### config.mk
export PLATFORM = sky130hd
export DESIGN_NAME = thermostat_mode_controller_unit
export DESIGN_NICKNAME = d
export VERILOG_FILES = /design/src/hdl/tmc_pkg.sv /design/src/hdl/tmc_cfg_regs.sv /design/src/hdl/tmc_step.sv /design/src/hdl/thermostat_mode_controller_unit.sv
export SDC_FILE = /design/constraint.sdc
export NUM_CORES = 1
export LEC_CHECK = 0
export ABC_AREA = 1
export BUFFER_PORTS_ARGS = -buffer_cell sky130_fd_sc_hd__clkbuf_2
export CELL_PAD_IN_SITES_DETAIL_PLACEMENT = 0
export CELL_PAD_IN_SITES_GLOBAL_PLACEMENT = 1
export CORE_ASPECT_RATIO = 1.4
export CORE_MARGIN = 2
export CORE_UTILIZATION = 49
export DETAILED_ROUTE_END_ITERATION = 7
export PLACE_DENSITY_LB_ADDON = 0.1
export SLEW_MARGIN = 5
export SYNTH_ARGS = -nofsm -noshare
export SYNTH_HDL_FRONTEND = slang
export SYNTH_SLANG_ARGS = --single-unit
export TNS_END_PERCENT = 1
### constraint.sdc
create_clock -name clk -period 11.7 [get_ports clk]
set_input_delay 1.17 -clock clk [delete_from_list [all_inputs] [get_ports clk]]
set_output_delay 1.17 -clock clk [all_outputs]
set_load 0.05 [all_outputs]
### src/hdl/tmc_pkg.sv
`timescale 1ns / 1ps

package tmc_pkg;

    // field widths
    localparam int TEMP_W     = 12;
    localparam int KEY_W      = 8;
    localparam int SP_W       = 7;
    localparam int FINE_W     = 4;
    localparam int COARSE_W   = 5;
    localparam int BAND_W     = 8;
    localparam int CFG_IDX_W  = 3;
    localparam int CFG_DATA_W = 8;

    // register indexes on the config port
    localparam logic [CFG_IDX_W-1:0] CFG_LOW_LIMIT   = 3'd0;
    localparam logic [CFG_IDX_W-1:0] CFG_HIGH_LIMIT  = 3'd1;
    localparam logic [CFG_IDX_W-1:0] CFG_FINE_STEP   = 3'd2;
    localparam logic [CFG_IDX_W-1:0] CFG_COARSE_STEP = 3'd3;
    localparam logic [CFG_IDX_W-1:0] CFG_INNER_BAND  = 3'd4;
    localparam logic [CFG_IDX_W-1:0] CFG_OUTER_BAND  = 3'd5;

    // reset values
    localparam logic [SP_W-1:0]     LOW_LIMIT_RST   = 7'd20;
    localparam logic [SP_W-1:0]     HIGH_LIMIT_RST  = 7'd80;
    localparam logic [FINE_W-1:0]   FINE_STEP_RST   = 4'd1;
    localparam logic [COARSE_W-1:0] COARSE_STEP_RST = 5'd5;
    localparam logic [BAND_W-1:0]   INNER_BAND_RST  = 8'd8;
    localparam logic [BAND_W-1:0]   OUTER_BAND_RST  = 8'd16;
    localparam logic [SP_W-1:0]     SETPOINT_RST    = 7'd25;

    typedef enum logic [1:0] {
        MODE_MONITOR = 2'd0,
        MODE_SET     = 2'd1,
        MODE_CONTROL = 2'd2
    } mode_t;

    typedef struct packed {
        logic [SP_W-1:0]     low_limit;
        logic [SP_W-1:0]     high_limit;
        logic [FINE_W-1:0]   fine_step;
        logic [COARSE_W-1:0] coarse_step;
        logic [BAND_W-1:0]   inner_band;
        logic [BAND_W-1:0]   outer_band;
    } tmc_cfg_t;

    typedef struct packed {
        mode_t           mode;
        logic [SP_W-1:0] setpoint;
        logic            heater;
        logic            fan;
    } tmc_state_t;

endpackage

### src/hdl/tmc_cfg_regs.sv
`timescale 1ns / 1ps

module tmc_cfg_regs
    import tmc_pkg::*;
(
    input  logic                  clk,
    input  logic                  rst_n,
    input  logic                  wr_en,
    input  logic [CFG_IDX_W-1:0]  wr_index,
    input  logic [CFG_DATA_W-1:0] wr_data,
    output tmc_cfg_t              cfg
);

    tmc_cfg_t cfg_reg;
    tmc_cfg_t cfg_next;

    always_comb
    begin
        cfg_next = cfg_reg;
        if (wr_en)
        begin
            unique case (wr_index)
                CFG_LOW_LIMIT:   cfg_next.low_limit   = wr_data[SP_W-1:0];
                CFG_HIGH_LIMIT:  cfg_next.high_limit  = wr_data[SP_W-1:0];
                CFG_FINE_STEP:   cfg_next.fine_step   = wr_data[FINE_W-1:0];
                CFG_COARSE_STEP: cfg_next.coarse_step = wr_data[COARSE_W-1:0];
                CFG_INNER_BAND:  cfg_next.inner_band  = wr_data[BAND_W-1:0];
                CFG_OUTER_BAND:  cfg_next.outer_band  = wr_data[BAND_W-1:0];
                default:         cfg_next = cfg_reg;
            endcase
        end
    end

    always_ff @(posedge clk or negedge rst_n)
    begin
        if (!rst_n)
        begin
            cfg_reg.low_limit   <= LOW_LIMIT_RST;
            cfg_reg.high_limit  <= HIGH_LIMIT_RST;
            cfg_reg.fine_step   <= FINE_STEP_RST;
            cfg_reg.coarse_step <= COARSE_STEP_RST;
            cfg_reg.inner_band  <= INNER_BAND_RST;
            cfg_reg.outer_band  <= OUTER_BAND_RST;
        end
        else
        begin
            cfg_reg <= cfg_next;
        end
    end

    assign cfg = cfg_reg;

endmodule

### src/hdl/tmc_step.sv
`timescale 1ns / 1ps

module tmc_step
    import tmc_pkg::*;
(
    input  tmc_cfg_t                  cfg,
    input  tmc_state_t                cur,
    input  logic signed [TEMP_W-1:0]  temperature,
    input  logic [KEY_W-1:0]          key_mask,
    output tmc_state_t                nxt
);

    // compare width covers setpoint*16 plus or minus a full band
    localparam int CMP_W  = 14;
    // step width covers setpoint plus or minus a coarse step
    localparam int STEP_W = 9;

    logic signed [CMP_W-1:0]  t_ext;
    logic signed [CMP_W-1:0]  sp16;
    logic signed [CMP_W-1:0]  ib;
    logic signed [CMP_W-1:0]  ob;
    logic signed [STEP_W-1:0] s_raw;
    logic signed [STEP_W-1:0] s_lo;
    logic signed [STEP_W-1:0] lo_ext;
    logic signed [STEP_W-1:0] hi_ext;
    logic signed [STEP_W-1:0] fine_ext;
    logic signed [STEP_W-1:0] coarse_ext;
    logic signed [STEP_W-1:0] sp_ext;
    logic [SP_W-1:0]          s_clamped;
    logic                     heat_c;
    logic                     fan_c;

    assign t_ext      = CMP_W'(temperature);
    assign sp16       = $signed({3'b000, cur.setpoint, 4'b0000});
    assign ib         = $signed({6'b000000, cfg.inner_band});
    assign ob         = $signed({6'b000000, cfg.outer_band});
    assign sp_ext     = $signed({2'b00, cur.setpoint});
    assign lo_ext     = $signed({2'b00, cfg.low_limit});
    assign hi_ext     = $signed({2'b00, cfg.high_limit});
    assign fine_ext   = $signed({5'b00000, cfg.fine_step});
    assign coarse_ext = $signed({4'b0000, cfg.coarse_step});

    // bang-bang rule with deadband, first match wins
    always_comb
    begin
        heat_c = cur.heater;
        fan_c  = cur.fan;
        if (cur.mode == MODE_CONTROL)
        begin
            priority if (t_ext <= sp16 - ob)
            begin
                heat_c = 1'b1;
                fan_c  = 1'b0;
            end
            else if ((t_ext >= sp16 - ib) && (t_ext <= sp16 + ib))
            begin
                heat_c = 1'b0;
                fan_c  = 1'b0;
            end
            else if (t_ext >= sp16 + ob)
            begin
                heat_c = 1'b0;
                fan_c  = 1'b1;
            end
            else
            begin
                // between the bands, outputs kept
                heat_c = cur.heater;
                fan_c  = cur.fan;
            end
        end
    end

    // setpoint step then clamp, high limit last
    always_comb
    begin
        priority if (key_mask[4])
            s_raw = sp_ext + fine_ext;
        else if (key_mask[5])
            s_raw = sp_ext - fine_ext;
        else if (key_mask[6])
            s_raw = sp_ext + coarse_ext;
        else
            s_raw = sp_ext - coarse_ext;
        s_lo = (s_raw < lo_ext) ? lo_ext : s_raw;
        s_clamped = (s_lo > hi_ext) ? cfg.high_limit : s_lo[SP_W-1:0];
    end

    // key handling, S1 highest priority
    always_comb
    begin
        nxt.mode     = cur.mode;
        nxt.setpoint = cur.setpoint;
        nxt.heater   = heat_c;
        nxt.fan      = fan_c;
        priority if (key_mask[0])
        begin
            nxt.mode   = MODE_MONITOR;
            nxt.heater = 1'b0;
            nxt.fan    = 1'b0;
        end
        else if (key_mask[1])
        begin
            nxt.mode   = MODE_SET;
            nxt.heater = 1'b0;
            nxt.fan    = 1'b0;
        end
        else if (key_mask[2])
        begin
            nxt.mode = MODE_CONTROL;
        end
        else if ((cur.mode == MODE_SET) && !key_mask[3] && (key_mask[7:4] != 4'b0000))
        begin
            nxt.setpoint = s_clamped;
        end
        else
        begin
            // no key that acts, setpoint unchanged
            nxt.setpoint = cur.setpoint;
        end
    end

endmodule

### src/hdl/thermostat_mode_controller_unit.sv
`timescale 1ns / 1ps
// channel | direction | handshake                | payload
// --------+-----------+--------------------------+----------------------------------------
// in      | input     | in_valid / in_stall      | temperature, key_mask
// out     | output    | out_valid / out_stall    | heater_on, fan_on, mode, setpoint,
//         |           |                          | show_setpoint
// cfg     | input     | cfg_valid / cfg_ready    | cfg_index, cfg_data
//
// one item per cycle sustained while out_stall is low; an item's result shows on the output
// once it has passed the input register and then the state register that doubles as the result
// the state update is one pass of compare and add logic between those two registers
// reset clears mode to monitor, setpoint to 25, heater and fan off, limits to defaults
// out_stall holds the result; the input register keeps taking items until it is full
// cfg_ready is always high

module thermostat_mode_controller_unit
    import tmc_pkg::*;
(
    input  logic                     clk,
    input  logic                     rst_n,
    input  logic                     in_valid,
    output logic                     in_stall,
    input  logic signed [TEMP_W-1:0] temperature,
    input  logic [KEY_W-1:0]         key_mask,
    output logic                     out_valid,
    input  logic                     out_stall,
    output logic                     heater_on,
    output logic                     fan_on,
    output logic [1:0]               mode,
    output logic [SP_W-1:0]          setpoint,
    output logic                     show_setpoint,
    input  logic                     cfg_valid,
    output logic                     cfg_ready,
    input  logic [CFG_IDX_W-1:0]     cfg_index,
    input  logic [CFG_DATA_W-1:0]    cfg_data
);

    tmc_cfg_t cfg;

    // input register
    logic                     in_vld_reg;
    logic                     in_vld_next;
    logic signed [TEMP_W-1:0] temp_reg;
    logic [KEY_W-1:0]         key_reg;

    // controller state, also the result register
    tmc_state_t st_reg;
    tmc_state_t st_next;
    tmc_state_t st_calc;
    logic       out_vld_reg;
    logic       out_vld_next;

    logic out_free;
    logic advance;
    logic in_take;

    assign cfg_ready = 1'b1;

    tmc_cfg_regs u_cfg (
        .clk      (clk),
        .rst_n    (rst_n),
        .wr_en    (cfg_valid && cfg_ready),
        .wr_index (cfg_index),
        .wr_data  (cfg_data),
        .cfg      (cfg)
    );

    tmc_step u_step (
        .cfg         (cfg),
        .cur         (st_reg),
        .temperature (temp_reg),
        .key_mask    (key_reg),
        .nxt         (st_calc)
    );

    // result slot is free when empty or being taken this cycle
    assign out_free = !out_vld_reg || !out_stall;
    // buffered item is processed and lands in the state register
    assign advance  = in_vld_reg && out_free;
    assign in_stall = in_vld_reg && !out_free;
    assign in_take  = in_valid && !in_stall;

    always_comb
    begin
        in_vld_next = in_take ? 1'b1 : (advance ? 1'b0 : in_vld_reg);
        out_vld_next = advance ? 1'b1 : (out_stall ? out_vld_reg : 1'b0);
        st_next = advance ? st_calc : st_reg;
    end

    always_ff @(posedge clk or negedge rst_n)
    begin
        if (!rst_n)
        begin
            in_vld_reg      <= 1'b0;
            out_vld_reg     <= 1'b0;
            st_reg.mode     <= MODE_MONITOR;
            st_reg.setpoint <= SETPOINT_RST;
            st_reg.heater   <= 1'b0;
            st_reg.fan      <= 1'b0;
        end
        else
        begin
            in_vld_reg  <= in_vld_next;
            out_vld_reg <= out_vld_next;
            st_reg      <= st_next;
        end
    end

    // payload capture, no reset needed
    always_ff @(posedge clk)
    begin
        if (in_take)
        begin
            temp_reg <= temperature;
            key_reg  <= key_mask;
        end
    end

    assign out_valid     = out_vld_reg;
    assign heater_on     = st_reg.heater;
    assign fan_on        = st_reg.fan;
    assign mode          = st_reg.mode;
    assign setpoint      = st_reg.setpoint;
    assign show_setpoint = (st_reg.mode == MODE_SET);

`ifndef SYNTHESIS
    // heater and fan are never driven together
    assert property (@(posedge clk) disable iff (!rst_n) !(heater_on && fan_on))
        else $error("heater and fan both on");

    // a held result keeps the controller state frozen
    assert property (@(posedge clk) disable iff (!rst_n)
        (out_valid && out_stall) |=> ($stable(st_reg) && out_valid))
        else $error("state moved under a stalled result");

    // setpoint only moves while in set mode
    assert property (@(posedge clk) disable iff (!rst_n)
        (setpoint != $past(setpoint)) |-> ($past(st_reg.mode) == MODE_SET))
        else $error("setpoint changed outside set mode");

    // every processed item produces a valid result next cycle
    assert property (@(posedge clk) disable iff (!rst_n) advance |=> out_valid)
        else $error("processed item lost");
`endif

endmodule

; After elaboration in Yosys (flattened, before gate mapping)
; Cells that the tools add are included.
; Widths: inputs -> output; s select.
[totals]
reg_bits = 72
wordCells = 88
in_bits = 36
out_inout_bits = 15
[classes]
magnitude_cmp = 6
n_reduce_logical = 27
addsub = 8
n_mux = 22
bitwise = 3
n_eq_ne = 8
[ops]
columns = op, n
row1 = $mux 9, 4
row2 = $add 11x8->12, 2
row3 = $sub 11x8->12, 2
row4 = $reduce_and 2->1, 7
row5 = $ge 12x13->1, 1
row6 = $le 12x13->1, 1
row7 = $ge 12x12->1, 1
row8 = $le 12x12->1, 1
row9 = $mux 1, 12
row10 = $mux 2, 5
row11 = $gt 9x8->1, 1
row12 = $lt 9x8->1, 1
row13 = $add 7x4->8, 1
row14 = $add 7x5->8, 1
row15 = $sub 7x4->8, 1
row16 = $sub 7x5->8, 1
row17 = $mux 7, 1
row18 = $eq 3x2->1 const B, 2
row19 = $eq 3x3->1 const B, 2
row20 = $logic_and 1x1->1, 6
row21 = $reduce_bool 3->1, 2
row22 = $logic_not 1->1, 5
row23 = $reduce_and 5->1, 1
row24 = $reduce_bool 5->1, 1
row25 = 10 further kinds, 12

; Depth between registers and ports, before layout
[logic_depth]
depth_word = 8
depth_mapped = 34
mapped_depth_nobuf = 34

; Cells and area by module
; Synthesis repeated with hierarchy kept, for this count alone.
[hier_totals]
hier_cells = 880
hier_area_um2 = 6616.3
[modules_own_cells]
columns = mod, seq_area_each_um2, n_inst, area_per_inst_um2, cells_each
row1 = tmc_step, 0.0, 1, 3866.2, 618
row2 = tmc_cfg_regs, 987.2, 1, 1601.5, 181
row3 = thermostat_mode_controller_unit, 929.6, 1, 1148.6, 81

; Least setup slack after synthesis
; OpenSTA, ideal clock, no wires.
[synth_path]
kind = flip-flop to flip-flop
start = reg, netlist name setpoint[1]
end = reg, netlist name setpoint[1]
stages_incl_launch_ff = 33
setup_time_ps = 120
n_path_buf = 0
path_slack_ps = 6801
required_time_ps = 11580
t_arrival_ps = 4778
period_less_slack_ps = 4899
cell_sequence = dfrtp_1 ha_1 nand2_1 nor2_1 o21ai_0 o21ai_1 nand2_1 nand2_1 o21ai_1 nand2_1 ha_1 nand2_1 nor2_1 a211oi_1 o21ai_0 a21o_1 a211oi_1 ha_1 clkinv_1 nand2_1 o21a_1 inv_1 ha_1 a21oi_1 o221ai_1 nand2_1 nand2_1 o21ai_0 nand2_4 nand2_4 nand2_1 nand3_1 nand2_1
[synth_between]
elab_chain_cells = 8
word_cells_on_any_way = 11
classes_between = 4 x add/sub / 2 x order compare / 5 x mux
[synth_lines]
columns = item, line_no
row1 = $sub 7x5->8 / $add 7x5->8 (equally long branches), "tmc_step.sv:84, tmc_step.sv:82"
row2 = $mux 9, tmc_step.sv:81  ; else if (key_mask[6])
row3 = $mux 9, tmc_step.sv:79  ; else if (key_mask[5])
row4 = $mux 9 (*), tmc_step.sv:77  ; priority if (key_mask[4])
row5 = $lt 9x8->1, tmc_step.sv:85  ; s_lo = (s_raw < lo_ext) ? lo_ext : s_raw;
row6 = $mux 9 (*), tmc_step.sv:85
row7 = $gt 9x8->1, tmc_step.sv:86  ; s_clamped = (s_lo > hi_ext) ? cfg.high_limit : s_lo[SP_W-1:0];
row8 = $mux 7 (*), tmc_step.sv:86
; Every way passes the cells marked *; elsewhere a longest branch is shown, timed or not.
; A chain may end at the register's enable or synchronous reset.

; Worst setup path after layout
[layout_path]
start = reg, netlist name setpoint[1]
end = reg, netlist name setpoint[0]
[layout_between]
elab_chain_cells = 8
word_cells_on_any_way = 11
classes_between = 4 x add/sub / 2 x order compare / 5 x mux
[layout_lines]
columns = item, line_no
row1 = $sub 7x5->8 / $add 7x5->8 (equally long branches), "tmc_step.sv:84, tmc_step.sv:82"
row2 = $mux 9, tmc_step.sv:81
row3 = $mux 9, tmc_step.sv:79
row4 = $mux 9 (*), tmc_step.sv:77
row5 = $lt 9x8->1, tmc_step.sv:85
row6 = $mux 9 (*), tmc_step.sv:85
row7 = $gt 9x8->1, tmc_step.sv:86
row8 = $mux 7 (*), tmc_step.sv:86
; Marked as above.

==> impl_metrics.env <==
export IMPL_status="finished, final reports clean"
export IMPL_multiInputGateArea_mm2=0.00385
export IMPL_largest_register_ff_count=39
export IMPL_cp_startpoint="setpoint[1]"
export IMPL_fp_dieH_um=138
export IMPL_skew_ps=7.22
export IMPL_worstPathMaxFanout=16
export IMPL_ys_flop_type="dfrtp_1"
export IMPL_finalCriticalPeriod_ps=5320
export IMPL_final_util_pct=55.2
export IMPL_synthCells=827
export IMPL_cts_setup_buffers=0
export IMPL_worst_pin_slew_ps=857
export IMPL_synth_distinct_cells=47
export IMPL_fp_coreArea_mm2=0.0127
export IMPL_timing_rr_start="setpoint[1]"
export IMPL_ios=51
export IMPL_syn2layout_area_growth_pct=11.4
export IMPL_yosys_area_share_simple_pct=24.4
export IMPL_gp_congestion=0.956
export IMPL_required_ps=11980
export IMPL_grt_pass1_wl_um=28200
export IMPL_grt_max_degree=53
export IMPL_dr_pass1_iters=4
export IMPL_hp_class="reg -> reg"
export IMPL_clk_pin_slew_ps=60
export IMPL_nFillCells=1245
export IMPL_wirelength_um=17100
export IMPL_start_util_pct=49.5
export IMPL_min_period_over_period_pct=45.5
export IMPL_antennaDiodeCount=0
export IMPL_via_count=5566
export IMPL_critPathCaptureType="flop"
export IMPL_synth_top_family_by_area="simple AND/OR/NAND/NOR gates"
export IMPL_syn_area_per_cell_um2=7.60
export IMPL_cts_tree="done"
export IMPL_hold_path_startpoint="key_reg[0]"
export IMPL_clk_latency_ps=340
export IMPL_yosysTopAreaCell="ha_1"
export IMPL_synth_edff_count=20
export IMPL_synth_top_area_share_pct=19.5
export IMPL_fin_tns_setup_ps=0
export IMPL_htreeDepth=3
export IMPL_holdBufCountCts=0
export IMPL_numCtsBuffers=9
export IMPL_cp_slowest_cell="dfrtp_1"
export IMPL_dpl_hpwl_um=14100
export IMPL_synth_seq_cells=72
export IMPL_synth_area_leaders="ha_1 (20%), dfrtp_1 (16%), nand2_1 (12%), edfxtp_1 (9.6%), inv_1 (6.6%)"
export IMPL_io_buffers=49
export IMPL_start_kind="flop"
export IMPL_placementRows=49
export IMPL_finalHoldViolCount=0
export IMPL_synth_seq_area_share_pct=30.5
export IMPL_clockBufferDepth=2
export IMPL_hold_slack_ps=479
export IMPL_path_class="reg -> reg"
export IMPL_synth_xor_area_share_pct=3.76
export IMPL_max_stage_delay_ps=870
export IMPL_antenna_found_initial=0
export IMPL_drc=0
export IMPL_crit_path_frequent_cell="nand2_1"
export IMPL_synth_mux_area_share_pct=0.159
export IMPL_syn_nets=967
export IMPL_maxSlewHeadroom_pct=42.8
export IMPL_crit_arrival_ps=5600
export IMPL_synth_compound_area_share_pct=11.5
export IMPL_die_x_um=99.7
export IMPL_setup_viol=0
export IMPL_clock_sinks=72
export IMPL_async_flop_share_pct=72.2
export IMPL_yosysWarnings=0
export IMPL_avgRoutedWirePerCell_um=16.6
export IMPL_fmax_mhz=188
export IMPL_slew_violations=0
export IMPL_drtIter0Drc=268
export IMPL_rsz0062_at_grt="no"
export IMPL_grt_pass1_vias=5733
export IMPL_globalRoute_totalOverflow=0
export IMPL_regArea_mm2=0.00192
export IMPL_dieArea_mm2=0.0138
export IMPL_root_buffer="clkbuf_16"
export IMPL_cap_violations=0
export IMPL_cts_repair_resized=0
export IMPL_grt_usage_pct=26.3
export IMPL_viasPerCell=5.39
export IMPL_synth_fa_ha_area_share_pct=21.4
export IMPL_nets=1015
export IMPL_drive_gt1_share_pct=11.1
export IMPL_syn_area_mm2=0.00628
export IMPL_ant_nets=0
## worst max-delay path, delay by kind of cell, from the launching register on
kind | cells | cell delay [ps]
buffers and inverters | 2 | 320
DFF | 1 | 870
and+or+nand+nor | 16 | 1350
AOI/OAI and AO/OA | 10 | 1510
adders and majority gates | 4 | 1200
## cell type report
class	instances	share of cell area, %
clock buffers	11	3.63
clock inverters	5	1.23
inverters	118	6.33
multi-input cells	624	55.1
flip-flops and latches	72	27.4
well taps	153	2.74
repair buffers	50	3.61
## synth_stat cells (all sizes together), types with 12 or more instances
cell type and instances:
inv 117, xor2 26, nor2 51, nand3 58
dfstp 12, dfrtp 40, edfxtp 20, nand4 13
nand2 212, o21ai 65, ha 98, nor3 12
a21oi 53
## per-stage QoR
stage | cell area [um2] | cells | setup slack (ps)
2_1_floorplan | 6280 | 827 | 6800
3_3_place_gp | 6660 | 1017 | 6570
3_5_place_dp | 6660 | 1017 | 6390
4_1_cts | 7000 | 1033 | 6400
5_1_grt | 7000 | 1033 | 5800
6_report | 7000 | 1033 | 6380
## cell families after synthesis
family,after synthesis
AOI/OAI and AO/OA,135
xor gates and xnor gates,27
adders and majority gates,104
buffers and inverters,131
DFF,72
muxes,1
other,1
and+or+nand+nor,356
## metal layers
| metal | track usage [%] | share of wire, % |
|---|---|---|
| met4 | 11.8 | 4.1 |
| met1 | 28.2 | 38 |
| met2 | 50.0 | 55 |
| met5 | 0 | 0 |
| met3 | 3.44 | 2.8 |
## worst paths after layout
check / to / slack, ps / cells after the start
setup / recovery: setpoint[0] / 6380 / 32
setup reg to reg: setpoint[0] / 6380 / 32
min in group asynchronous: fan_on / 950 / 2
max in group asynchronous: u_cfg.cfg[6] / 10250 / 2
hold / removal: mode[0] / 480 / 1
hold reg to reg: mode[0] / 480 / 1
## cells in the final DEF (no fill, tap or decap), types with 26 or more instances in the layout
master	netlist	layout
dfrtp_1	40	40
a21oi_1	52	52
nand3_1	56	56
nor2_1	50	50
o21ai_0	60	60
nand2_1	205	205
xor2_1	26	26
ha_1	98	98
clkbuf_2	0	49
inv_1	110	110
Power is not shown: default switching activity piles up to over one toggle a cycle in this logic, so the estimate is an artifact.
